## config.mk

```make
export PLATFORM = sky130hd
export DESIGN_NAME = p2rgb_issue
export DESIGN_NICKNAME = d
export VERILOG_FILES = /design/src/sv/p2rgb_pkg.sv /design/src/sv/p2rgb_issue.sv
export SDC_FILE = /design/constraint.sdc
export NUM_CORES = 1
export LEC_CHECK = 0
export ABC_AREA = 1
export ABC_CLOCK_PERIOD_IN_PS = 3400
export BUFFER_PORTS_ARGS = -buffer_cell sky130_fd_sc_hd__buf_2
export CAP_MARGIN = 15
export CORE_MARGIN = 2
export CORE_UTILIZATION = 50
export DETAILED_ROUTE_END_ITERATION = 8
export PLACE_DENSITY = 0.82
export SLEW_MARGIN = 30
export SYNTH_ARGS = -nofsm -noshare
export SYNTH_HDL_FRONTEND = slang
export SYNTH_SLANG_ARGS = --single-unit
```

## constraint.sdc

```tcl
create_clock -name clk -period 3.4 [get_ports clk]
set_input_delay 0.51 -clock clk [delete_from_list [all_inputs] [get_ports clk]]
set_output_delay 0.51 -clock clk [all_outputs]
set_load 0.02 [all_outputs]
```

## src/sv/p2rgb_pkg.sv

```systemverilog
// ----------------------------------------------------------------------------
// p2rgb_pkg
// types and constants shared by the scanline to rgb888 converter
// ----------------------------------------------------------------------------
package p2rgb_pkg;

	// pixel formats
	localparam logic [2:0] FMT_RGBA       = 3'd0;
	localparam logic [2:0] FMT_RGB        = 3'd1;
	localparam logic [2:0] FMT_INDEXED    = 3'd2;
	localparam logic [2:0] FMT_GRAY_ALPHA = 3'd3;
	localparam logic [2:0] FMT_GRAY       = 3'd4;

	// register word index, paddr[3:2]
	localparam logic [1:0] REG_FORMAT = 2'd0;
	localparam logic [1:0] REG_DEPTH  = 2'd1;
	localparam logic [1:0] REG_TRANS  = 2'd2;
	localparam logic [1:0] REG_KEY    = 2'd3;

	// output queue depth
	localparam int QDEPTH = 4;

	typedef struct packed {
		logic        func;
		logic [31:0] pixel_word;
		logic [7:0]  pal_index;
		logic [23:0] pal_rgb;
		logic [7:0]  pal_alpha;
		logic        line_end;
	} src_t;

	typedef struct packed {
		logic [7:0] red;
		logic [7:0] green;
		logic [7:0] blue;
		logic       run_last;
		logic       line_last;
	} pix_t;

	typedef struct packed {
		logic [2:0]  pixel_format;
		logic [3:0]  bit_depth;
		logic        transparency_on;
		logic [23:0] key_color;
	} cfg_t;

	// one slice or palette write handed to the pixel pipe
	typedef struct packed {
		logic       pw;
		logic       pix;
		logic       idx;
		logic       blank;
		logic [7:0] x0;
		logic [7:0] x1;
		logic [7:0] x2;
		logic [7:0] a;
		logic [7:0] addr;
		logic       run_last;
		logic       line_last;
	} op_t;

endpackage

```

## src/sv/p2rgb_issue.sv

```systemverilog
// ----------------------------------------------------------------------------
// p2rgb_issue
// holds the current request; issues one slice per cycle while the queue has room
// ----------------------------------------------------------------------------
module p2rgb_issue (
	input  logic              clk,
	input  logic              arst_n,
	input  p2rgb_pkg::cfg_t   cfg,
	input  logic              src_valid,
	output logic              src_stall,
	input  p2rgb_pkg::src_t   src_data,
	input  logic              room,
	output logic              op_valid,
	output p2rgb_pkg::op_t    op
);
	import p2rgb_pkg::*;

	logic       busy_q;
	src_t       item_q;
	logic [7:0] sh_q;
	logic [2:0] cnt_q;

	logic [7:0] slice;
	logic [7:0] gray;
	logic [7:0] sh_next;
	logic [2:0] nslice;
	logic [2:0] nload;
	logic       packed_fmt;
	logic       last;
	logic       needs_room;
	logic       accept;
	logic [31:0] w;

	assign w = item_q.pixel_word;

	always_comb begin
		case (cfg.bit_depth)
			4'd1: begin
				slice   = {7'b0, sh_q[7]};
				gray    = {8{sh_q[7]}};
				sh_next = {sh_q[6:0], 1'b0};
				nslice  = 3'd7;
			end
			4'd2: begin
				slice   = {6'b0, sh_q[7:6]};
				gray    = {4{sh_q[7:6]}};
				sh_next = {sh_q[5:0], 2'b0};
				nslice  = 3'd3;
			end
			4'd4: begin
				slice   = {4'b0, sh_q[7:4]};
				gray    = {2{sh_q[7:4]}};
				sh_next = {sh_q[3:0], 4'b0};
				nslice  = 3'd1;
			end
			default: begin
				slice   = sh_q;
				gray    = sh_q;
				sh_next = sh_q;
				nslice  = 3'd0;
			end
		endcase
	end

	assign packed_fmt = (cfg.pixel_format == FMT_INDEXED) || (cfg.pixel_format == FMT_GRAY);
	assign nload      = (src_data.func && packed_fmt) ? nslice : 3'd0;
	assign last       = (cnt_q == 3'd0);

	always_comb begin
		op           = '0;
		op.run_last  = last;
		op.line_last = last & item_q.line_end;
		if (!item_q.func) begin
			op.pw   = 1'b1;
			op.x0   = item_q.pal_rgb[23:16];
			op.x1   = item_q.pal_rgb[15:8];
			op.x2   = item_q.pal_rgb[7:0];
			op.a    = cfg.transparency_on ? item_q.pal_alpha : 8'hff;
			op.addr = item_q.pal_index;
		end else begin
			case (cfg.pixel_format)
				FMT_RGBA: begin
					op.pix = 1'b1;
					op.x0  = w[7:0];
					op.x1  = w[15:8];
					op.x2  = w[23:16];
					op.a   = w[31:24];
				end
				FMT_RGB: begin
					op.pix   = 1'b1;
					op.x0    = w[7:0];
					op.x1    = w[15:8];
					op.x2    = w[23:16];
					op.a     = 8'hff;
					op.blank = cfg.transparency_on
						&& ({w[7:0], w[15:8], w[23:16]} == cfg.key_color);
				end
				FMT_GRAY_ALPHA: begin
					op.pix = 1'b1;
					op.x0  = w[7:0];
					op.x1  = w[7:0];
					op.x2  = w[7:0];
					op.a   = w[15:8];
				end
				FMT_INDEXED: begin
					op.pix  = 1'b1;
					op.idx  = 1'b1;
					op.addr = slice;
				end
				FMT_GRAY: begin
					op.pix   = 1'b1;
					op.x0    = gray;
					op.x1    = gray;
					op.x2    = gray;
					op.a     = 8'hff;
					op.blank = cfg.transparency_on && (slice == cfg.key_color[7:0]);
				end
				default: ;
			endcase
		end
	end

	// unused formats issue a bubble and need no queue space
	assign needs_room = op.pix;
	assign op_valid   = busy_q && (!needs_room || room);
	assign src_stall  = busy_q && !(op_valid && last);
	assign accept     = src_valid && !src_stall;

	always_ff @(posedge clk or negedge arst_n) begin
		if (!arst_n) begin
			busy_q <= 1'b0;
			cnt_q  <= 3'd0;
		end else begin
			if (accept) begin
				busy_q <= 1'b1;
				cnt_q  <= nload;
			end else if (op_valid) begin
				if (last)
					busy_q <= 1'b0;
				else
					cnt_q <= cnt_q - 3'd1;
			end
		end
	end

	always_ff @(posedge clk) begin
		if (accept) begin
			item_q <= src_data;
			sh_q   <= src_data.pixel_word[7:0];
		end else if (op_valid) begin
			sh_q <= sh_next;
		end
	end

endmodule

```

==> flow_metrics.tcl <==
set metrics [dict create \
    synth_cells 480 \
    holdWs_ns 0.317 \
    grt.overflow.total 0 \
    grt_start_max_net_pins 35 \
    dp_hpwl_um 10400 \
    vias_per_cell 5.57 \
    insertion_delay_ns 0.36 \
    yosys-top-cells-area "edfxtp_1, nand2_1, nand3_1, o21ai_0, inv_1" \
    hold_violations 0 \
    min_path_type "in -> reg" \
    endpoint_kind "output pin" \
    setup_viol 0 \
    synth_flop_cell "edfxtp_1" \
    synthMuxAreaShare 0 \
    die-area_um2 9850 \
    post-route-drc-count 0 \
    routabilityCongestion 1.01 \
    cts.sinks 86 \
    drive_above_1_share 0.320 \
    syn_area_per_cell_um2 9.45 \
    clock_skew_ns 0.0112 \
    cap_violations 0 \
    total_leakage_power_nw 2.57 \
    vdd_drop_max_mv 0.413 \
    slew_headroom 0.606 \
    io_buffers 157 \
    synth_top_area_frac 0.543 \
    drt_iter0_drc 333 \
    crit_family "buffers and inverters" \
    antenna_cells 0 \
    layout_min_cycle_time_ns 2.88 \
    synth_seq_cells 86 \
    die_h_um 99.2 \
    synth-xor-area-share 0.0386 \
    antenna_found_initial 0 \
    yosysMostFrequentCell "nand2_1" \
    synthArstFlopShare 0.0465 \
    drt_wl_total_um 13400 \
    critPathMaxFanout 34 \
    synth_top_family_by_area "simple AND/OR/NAND/NOR gates" \
    drv_slew 0 \
    first_global_vias 4150 \
    grt.total_usage 0.276 \
    synth_compound_area_frac 0.102 \
    syn_nets 592 \
    final.setup.worst_slack_ns 0.520 \
    ys_seq_area_frac 0.565 \
    routed-via-count 4203 \
    path_cells "buf_4 -> clkinv_1 -> buf_4 -> nor2_1 -> inv_1 -> o21ai_0 -> buf_2" \
    avgRoutedWirePerCell_um 17.7 \
    postCtsSetupRepairBufs 0 \
    synthAdderAreaFrac 0.00552 \
    cp_slowest_cell "edfxtp_1" \
    cts_tree "yes" \
    ctsHtreeMaxLevel 3 \
    ant_nets 0 \
    synthDistinctLibCells 38 \
    ios 158 \
    pwr_density_cell_nw_per_um2 653 \
    rows 34 \
    synthSimpleGateAreaFrac 0.238 \
    synth_common_cells "nand2_1, edfxtp_1, nand3_1" \
    yosys_warnings 0 \
    finalSetupTns_ns 0 \
    coreArea_um2 8760 \
    layout.nets 754 \
    die_x_um 99.2 \
    dpl_cell_area_um2 5470 \
    critPathArrivalTime_ns 2.37 \
    path_common_cell "buf_4" \
    dr.pass1.iters 5 \
    cts_buffer_depth 2 \
    area_delta_synth_final_pct 25.6 \
    synth_edf_count 82 \
    status "finished, final reports clean" \
    critPathMaxStageDelay_ns 0.34 \
    final_util 0.650 \
    grt_setup_unrepaired "false" \
    critPathKind "reg -> out" \
    synth_area_um2 4530 \
    root_buffer "clkbuf_8" \
    fmax_ghz 0.347 \
    synth.largest_area_cell "edfxtp_1" \
    cts.clk_slew.worst_paths_ns 0.10 \
    fin_crit_sh 0.847 \
    cts_buffers 9 \
    grt_pass1_wl_um 20800 \
    finalInstanceArea_um2 5690 \
    dp_slack_ns 0.751 \
    start_util 0.517 \
    cp.required_ns 2.89 \
    cp-start-kind "flip-flop" \
    path_buf_inv 5 \
    tightestPinTransition_ns 0.584 \
]
-- kinds of logic after synthesis --
logic type	count (synthesis)
compound gates	78
xor+xnor	20
fa+ha+maj	2
buf+inv	56
flops	86
simple gates	238
-- flip-flops by register name, indices dropped and copies added, names as in the netlist --
name    count
item_q     42
w          32
sh_q        8
cnt_q       3
busy_q      1
-- area by class of cell --
class	count	area, um2
clock buffers	9	124
clock inverters	7	92.6
fillers	742	3070
inverters	41	155
multi-input cells	338	1740
flip-flops and latches	86	2560
well taps	108	135
repair buffers	166	881
-- timing repair --
item                                    in CTS  in global routing
resized for setup                            0                  0
endpoints found under the hold margin        4                  0
hold buffers                                 1                  0
endpoints found under the setup margin       0                  0
-- metal layers --
layer	GRT usage	wire [um]
met4	0.0864	342
met2	0.454	6460
met5	0	0
met1	0.369	5180
met3	0.0590	1380
-- cells in the final DEF (no fill, tap or decap), types with 2 or more instances in the layout --
cell type   instances
clkbuf_8            9
buf_2             157
buf_12              2
o22ai_1             6
nand3_1            39
o21ai_1             4
nand2_4             2
a221oi_1            8
o21ai_0            38
a21oi_1            11
nand2_1           147
inv_1              37
nand3b_1            2
nor2_1             16
o211ai_1            5
ha_1                2
nor2_4              4
nor2_2              3
clkinvlp_4          2
xor2_1              4
xnor2_1            16
inv_2               2
nand4_1             8
inv_8               2
o21ai_2             2
edfxtp_1           82
buf_4               6
dfrtp_1             4
nor3_1              5
nand2_2             6
-- power breakdown --
part           switching (mW)  leakage (nW)  total, mW  internal (mW)
sequential              0.142         0.813       1.64           1.49
combinational           0.872          1.65       1.30          0.431
clock                   0.417         0.103      0.776          0.359
total                    1.43          2.57       3.72           2.28
-- through the flow --
step / power (mW) / cells
after floorplan: 2.45 / 480
after global placement: 2.91 / 738
after detailed placement: 2.94 / 738
after CTS: 3.71 / 755
after global routing: 3.92 / 755
final: 3.72 / 755
-- worst paths after layout --
path,startpoint,endpoint,slack [ns],depth (start not counted)
max,item_q[73]$_DFFE_PP_,op[2],0.52,7
min,src_data[21],item_q[21]$_DFFE_PP_,0.32,1
max reg2reg,cnt_q[0]$_DFFE_PN0P_,item_q[36]$_DFFE_PP_,1.00,8
min reg2reg,cnt_q[1]$_DFFE_PN0P_,cnt_q[1]$_DFFE_PN0P_,0.55,2
max in group asynchronous,arst_n,cnt_q[0]$_DFFE_PN0P_,2.80,2
min in group asynchronous,arst_n,busy_q$_DFFE_PN0P_,0.48,2
Power figures use the tool's default switching activity.
