===== config.mk =====
export PLATFORM = sky130hd
export DESIGN_NAME = p2rgb_outq
export DESIGN_NICKNAME = d
export VERILOG_FILES = /design/src/sv/p2rgb_pkg.sv /design/src/sv/p2rgb_outq.sv
export SDC_FILE = /design/constraint.sdc
export NUM_CORES = 1
export LEC_CHECK = 0
export ABC_AREA = 1
export ABC_CLOCK_PERIOD_IN_PS = 1850
export BUFFER_PORTS_ARGS = -buffer_cell sky130_fd_sc_hd__buf_2
export CORE_ASPECT_RATIO = 1.75
export CORE_MARGIN = 8
export CORE_UTILIZATION = 53
export CTS_CLUSTER_DIAMETER = 40
export DETAILED_ROUTE_END_ITERATION = 12
export MAX_ROUTING_LAYER = met4
export PLACE_DENSITY = 0.72
export SLEW_MARGIN = 30
export SYNTH_ARGS = -nofsm -noshare
export SYNTH_HDL_FRONTEND = slang
export SYNTH_SLANG_ARGS = --single-unit

===== constraint.sdc =====
create_clock -name clk -period 1.85 [get_ports clk]
set_input_delay 0.37 -clock clk [delete_from_list [all_inputs] [get_ports clk]]
set_output_delay 0.37 -clock clk [all_outputs]
set_load 0.005 [all_outputs]

===== src/sv/p2rgb_pkg.sv =====
// ----------------------------------------------------------------------------
// p2rgb_pkg
// types and constants shared by the scanline to rgb888 converter
// ----------------------------------------------------------------------------
package p2rgb_pkg;

	// pixel formats
	localparam logic [2:0] FMT_RGBA       = 3'd0;
	localparam logic [2:0] FMT_RGB        = 3'd1;
	localparam logic [2:0] FMT_INDEXED    = 3'd2;
	localparam logic [2:0] FMT_GRAY_ALPHA = 3'd3;
	localparam logic [2:0] FMT_GRAY       = 3'd4;

	// register word index, paddr[3:2]
	localparam logic [1:0] REG_FORMAT = 2'd0;
	localparam logic [1:0] REG_DEPTH  = 2'd1;
	localparam logic [1:0] REG_TRANS  = 2'd2;
	localparam logic [1:0] REG_KEY    = 2'd3;

	// output queue depth
	localparam int QDEPTH = 4;

	typedef struct packed {
		logic        func;
		logic [31:0] pixel_word;
		logic [7:0]  pal_index;
		logic [23:0] pal_rgb;
		logic [7:0]  pal_alpha;
		logic        line_end;
	} src_t;

	typedef struct packed {
		logic [7:0] red;
		logic [7:0] green;
		logic [7:0] blue;
		logic       run_last;
		logic       line_last;
	} pix_t;

	typedef struct packed {
		logic [2:0]  pixel_format;
		logic [3:0]  bit_depth;
		logic        transparency_on;
		logic [23:0] key_color;
	} cfg_t;

	// one slice or palette write handed to the pixel pipe
	typedef struct packed {
		logic       pw;
		logic       pix;
		logic       idx;
		logic       blank;
		logic [7:0] x0;
		logic [7:0] x1;
		logic [7:0] x2;
		logic [7:0] a;
		logic [7:0] addr;
		logic       run_last;
		logic       line_last;
	} op_t;

endpackage


===== src/sv/p2rgb_outq.sv =====
// ----------------------------------------------------------------------------
// p2rgb_outq
// small output queue that absorbs the pipe while the receiver stalls
// ----------------------------------------------------------------------------
module p2rgb_outq (
	input  logic              clk,
	input  logic              arst_n,
	input  logic              push,
	input  p2rgb_pkg::pix_t   push_data,
	output logic              pix_valid,
	input  logic              pix_stall,
	output p2rgb_pkg::pix_t   pix_data,
	output logic [2:0]        count
);
	import p2rgb_pkg::*;

	pix_t       ent_q [QDEPTH];
	logic [1:0] wr_q;
	logic [1:0] rd_q;
	logic [2:0] cnt_q;
	logic       pop;

	assign pix_valid = (cnt_q != 3'd0);
	assign pix_data  = ent_q[rd_q];
	assign pop       = pix_valid && !pix_stall;
	assign count     = cnt_q;

	always_ff @(posedge clk or negedge arst_n) begin
		if (!arst_n) begin
			wr_q  <= 2'd0;
			rd_q  <= 2'd0;
			cnt_q <= 3'd0;
		end else begin
			if (push)
				wr_q <= wr_q + 2'd1;
			if (pop)
				rd_q <= rd_q + 2'd1;
			case ({push, pop})
				2'b10:   cnt_q <= cnt_q + 3'd1;
				2'b01:   cnt_q <= cnt_q - 3'd1;
				default: cnt_q <= cnt_q;
			endcase
		end
	end

	always_ff @(posedge clk) begin
		if (push)
			ent_q[wr_q] <= push_data;
	end

endmodule


==> results_dict.tcl, run 1 <==
set metrics [dict create \
    hold_path_class "primary input to register" \
    grt_max_degree 36 \
    seq_area_mm2 0.00330 \
    h-tree-depth 3 \
    numCtsBuffers 9 \
    drive_gt1_frac 0.326 \
    postSynthNetCount 395 \
    synth_top_cell_area_share 0.654 \
    slew-limit-headroom 0.821 \
    initial_core_util 0.535 \
    yosysUniqueCellTypes 20 \
    gp_congestion 0.754 \
    drc 0 \
    synth_adder_area_share 0.0173 \
    path_max_fanout 8 \
    drt_wl_total_um 8930 \
    synth_mux_area_frac 0 \
    routedWlPerCell_um 16.1 \
    ir_drop_uv 1250 \
    worstMarginPinSlew_ps 268 \
    p_leak_nw 2.41 \
    grt.overflow.total 0 \
    drt-initial-drc-count 160 \
    maxCapViolations 0 \
    cts_tree "done" \
    start_kind "register" \
    synth_xor_area_frac 0.00367 \
    fp.dieW_um 87.8 \
    skew_ps 3.50 \
    fmaxAchievable_mhz 542 \
    slew_viol_final 0 \
    synth_compound_gate_area_share 0.125 \
    final_cell_mix "104 x edfxtp_1, 92 x nand2_1, 59 x inv_1, 59 x buf_2, 39 x o211ai_2" \
    synth_top_area_cell "edfxtp_1" \
    dieArea_mm2 0.0124 \
    coreArea_mm2 0.00892 \
    fin_crit_ps 1840 \
    synth_area_leaders "edfxtp_1 65%, o211ai_2 10%, nand2_1 7.4%, inv_1 4.6%, dfrtp_1 3.7%" \
    drtAntennaViolNets 0 \
    dieHeight_um 142 \
    crit_path_end_kind "primary output" \
    clock-sinks 111 \
    setup_violations 0 \
    syn_inst 359 \
    synth_top_family_by_area "compound AO/OA/AOI/OAI gates" \
    layout_commonest_cell "edfxtp_1" \
    fin_tns_setup_ps 0 \
    ys_seq_elements 111 \
    yosysWarningCount 0 \
    holdWs_ps 239 \
    dp_hpwl_um 5700 \
    grt_usage 0.155 \
    viasPerCell 5.06 \
    ios 60 \
    critPathArrivalTime_ps 1470 \
    antenna_found_initial 1 \
    rsz0062_at_grt "yes" \
    vias 2814 \
    synth_area_mm2 0.00477 \
    portBuffers 59 \
    yosysSeqAreaShare 0.691 \
    syn_area_per_cell_um2 13.3 \
    dr.pass1.iters 4 \
    clk_path_buf_depth 2 \
    fin_crit_sh 0.997 \
    finalHoldViolCount 0 \
    power.density_mw_per_mm2 1540 \
    num-fill-cells 671 \
    clkLatencyLatePin_ps 340 \
    clkTransAtPathRegs_ps 60 \
    required_ps 1480 \
    rows 46 \
    area_delta_synth_final_pct 18.3 \
    power.total_mw 8.72 \
    utilization 0.633 \
    synthSimpleGateAreaFrac 0.0802 \
    cts-root-buf "clkbuf_16" \
    crit_type "register to primary output" \
    status "finished, final reports clean" \
    grt_pass1_wl_um 13900 \
    fin_nets 466 \
    grt_pass1_vias 2962 \
    multi_input_area_mm2 0.00109 \
]
final cells by class:
type / instances / share of cell area
diodes: 1 / 0.000443
clock buffers: 10 / 0.0405
clock inverters: 6 / 0.00908
inverters: 69 / 0.0481
multi-input cells: 162 / 0.193
flip-flops and latches: 111 / 0.585
well taps: 120 / 0.0266
repair buffers: 76 / 0.0968
repair inverters: 1 / 0.00111
cells by family after synthesis:
group,after synthesis
AOI/OAI and AO/OA,54
xor gates and xnor gates,2
adders and majority gates,6
buffers and inverters,86
DFF,111
and+or+nand+nor,100
final timing paths:
path                                    start  slack [ps]  depth (start not counted)      endpoint
max in group asynchronous              arst_n        1280                          2       rd_q[0]
worst min-delay path            push_data[17]         240                          1  ent_q[3][17]
worst max-delay path                  rd_q[0]           6                          5   pix_data[6]
min in group asynchronous              arst_n         400                          2      count[0]
worst min register to register       count[0]         500                          1      count[0]
worst max register to register       count[1]         150                         11      count[2]
power breakdown:
group          switching (mW)  total, mW  internal, mW
Combinational            1.97       3.39          1.42
Sequential              0.216       3.52          3.31
Clock                   0.773       1.80          1.03
Total                    2.96       8.72          5.75
cells in the mapped netlist, drive strengths merged:
cell type,n
edfxtp,104
xnor2,1
xor2,1
o211ai,52
nor2,1
fa,1
ha,5
nand3,4
nand4,1
dfrtp,7
buf,17
inv,69
nand2,94
o21ai,2
routing by layer:
layer,global-route usage,vias to the layer above,share of wire
li1,-,1365,-
met1,0.160,1360,0.39
met2,0.254,65,0.54
met3,0.0336,24,0.040
met4,0.109,0,0.038
met5,-,-,0
sequential cells by signal, indices dropped and copies added (netlist names):
name and flops:
wr_q 2, count 3, ent_q 104, rd_q 2
timing repair:
item	in CTS	in global routing
resized for setup	3	7
cloned	0	3
buffers inserted	3	0
hold endpoints to repair	7	0
setup endpoints to repair	23	27
pin swaps	1	0
hold buffers	1	0
critical path, cell delays in order, from the launching register on:
cell	delay (ps)
dfrtp_2	430
clkinv_4	120
buf_4	190
o211ai_1	160
nand2_1	90
buf_2	140
per-stage QoR:
step	area, um2	setup WS (ps)	cells
finish	5650	6.09	556
global route	5650	-58.0	556
CTS	5570	-13.6	552
detailed placement	5250	77.2	532
global placement	5250	194	532
floorplan	4770	205	359
(Power assumes the default switching activity.)
==> run 2, diff against run 1 <==
Settings changed: ABC_CLOCK_PERIOD_IN_PS 1850 to 2400.
Clock period 1.85 ns to 2.4 ns, I/O delays scaled along.
==> results_dict.tcl, run 2 (synthesis results as in run 1) <==
set metrics [dict create \
    routedWlPerCell_um 15.2 \
    ir_drop_uv 691 \
    cts.repair.resized 0 \
    rows 46 \
    slew_viol_final 0 \
    antenna_found_initial 1 \
    drt_wl_total_um 8220 \
    drc 0 \
    status "finished, final reports clean" \
    fin_nets 452 \
    fin_crit_sh 0.877 \
    cts-root-buf "clkbuf_16" \
    vias 2675 \
    clk_path_buf_depth 2 \
    crit_type "register to primary output" \
    final_cell_mix "104 x edfxtp_1, 94 x nand2_1, 59 x inv_1, 59 x buf_2, 39 x o211ai_2" \
    wl_met1_um 3380 \
    slowest_stage "dfrtp_2" \
    finalHoldViolCount 0 \
    layout_commonest_cell "edfxtp_1" \
    portBuffers 59 \
    slowest_delay_ps 560 \
    placed_area_mm2 0.00512 \
    grt_pass1_vias 2701 \
    wl_met2_um 4270 \
    largest_register_ffs 104 \
    final_area_mm2 0.00542 \
    clkTransAtPathRegs_ps 60 \
    fin_crit_ps 2100 \
    setup_violations 0 \
    required_ps 1920 \
    critPathArrivalTime_ps 1620 \
    p_leak_nw 2.30 \
    gp_congestion 0.704 \
    cts_tree "done" \
    power.density_mw_per_mm2 1160 \
    top_register "ent_q" \
    h-tree-depth 3 \
    rsz0062_at_grt "no" \
    utilization 0.608 \
    drtAntennaViolNets 0 \
    dr.pass1.iters 4 \
    drt-initial-drc-count 246 \
    start_kind "register" \
    path_cells "buf_4, o211ai_1, nand2_1, buf_2" \
    dp_hpwl_um 5270 \
    dieArea_mm2 0.0124 \
    maxCapViolations 0 \
    grt_pass1_wl_um 13400 \
    routed.top_layer "met4" \
    path_max_fanout 17 \
    numCtsBuffers 9 \
    fin_tns_setup_ps 0 \
    crit_path_end_kind "primary output" \
    coreArea_mm2 0.00892 \
    holdWs_ps 355 \
    ios 60 \
    fp.dieW_um 87.8 \
    viasPerCell 4.94 \
    initial_core_util 0.535 \
    clock-sinks 111 \
    area_delta_synth_final_pct 13.5 \
    grt_max_degree 79 \
    dr_wl_met3_um 390 \
    grt_usage 0.147 \
    grt.overflow.total 0 \
    skew_ps 6.98 \
    fmaxAchievable_mhz 475 \
    post_cts_buffers 0 \
    rrSetupSlack_ps 650 \
    worstMarginPinSlew_ps 663 \
    dieHeight_um 142 \
    slew-limit-headroom 0.557 \
    clkLatencyLatePin_ps 340 \
    drive_gt1_frac 0.297 \
    hold_path_class "primary input to register" \
]
run 2: cell count changes in the layout (fill, tap and decap cells not counted), moves of 3 or more:
| cell | previous run | this run |
|---|---|---|
| clkinv_1 | 3 | 0 |
| buf_12 | 5 | 1 |
| buf_4 | 7 | 2 |
| clkbuf_8 | 0 | 3 |
run 2: critical path: cells and delay by family, from the launching register on:
family          cells  cell delay [ps]
flops               1              560
buf+inv             2              460
compound gates      1              170
simple gates        1               90
run 2: path summary, 6_finish.rpt:
check                               from           end  depth (start not counted)
setup / recovery                 rd_q[1]   pix_data[3]                          4
hold / removal             push_data[18]  ent_q[2][18]                          1
setup reg to reg                count[1]      count[2]                         11
hold reg to reg                 count[0]      count[0]                          1
max in group asynchronous         arst_n       rd_q[1]                          2
min in group asynchronous         arst_n       wr_q[1]                          2
run 2: where the power goes:
part           internal (mW)  switching, mW
combinational          0.816           1.38
clock                  0.789          0.600
sequential              2.55          0.174
run 2: through the flow:
step                      std cells  power (mW)  worst slack [ps]
after floorplan                 359        4.34               755
after global placement          524        4.96               672
after detailed placement        524        5.02               629
after CTS                       541        6.42               263
after global routing            542        6.73               213
final                           542        6.31               296
run 2: timing repair:
action / in CTS / in global routing
hold buffers: 1 / 0
setup endpoints to repair: 0 / 0
endpoints found under the hold margin: 7 / 0
run 2: layout make-up:
cell class / count / area, um2
inverters: 69 / 267
clock inverters: 1 / 5.00
well taps: 120 / 150
multi-input cells: 162 / 1080
flip-flops and latches: 111 / 3300
repair buffers: 63 / 340
diodes: 1 / 2.50
clock buffers: 15 / 278
fillers: 713 / 3500
run 2: routing by layer:
metal  vias up  GRT usage
met3        11     0.0400
met1      1276      0.164
li1       1339          -
met4         0     0.0712
met2        49      0.237
met5         -          -
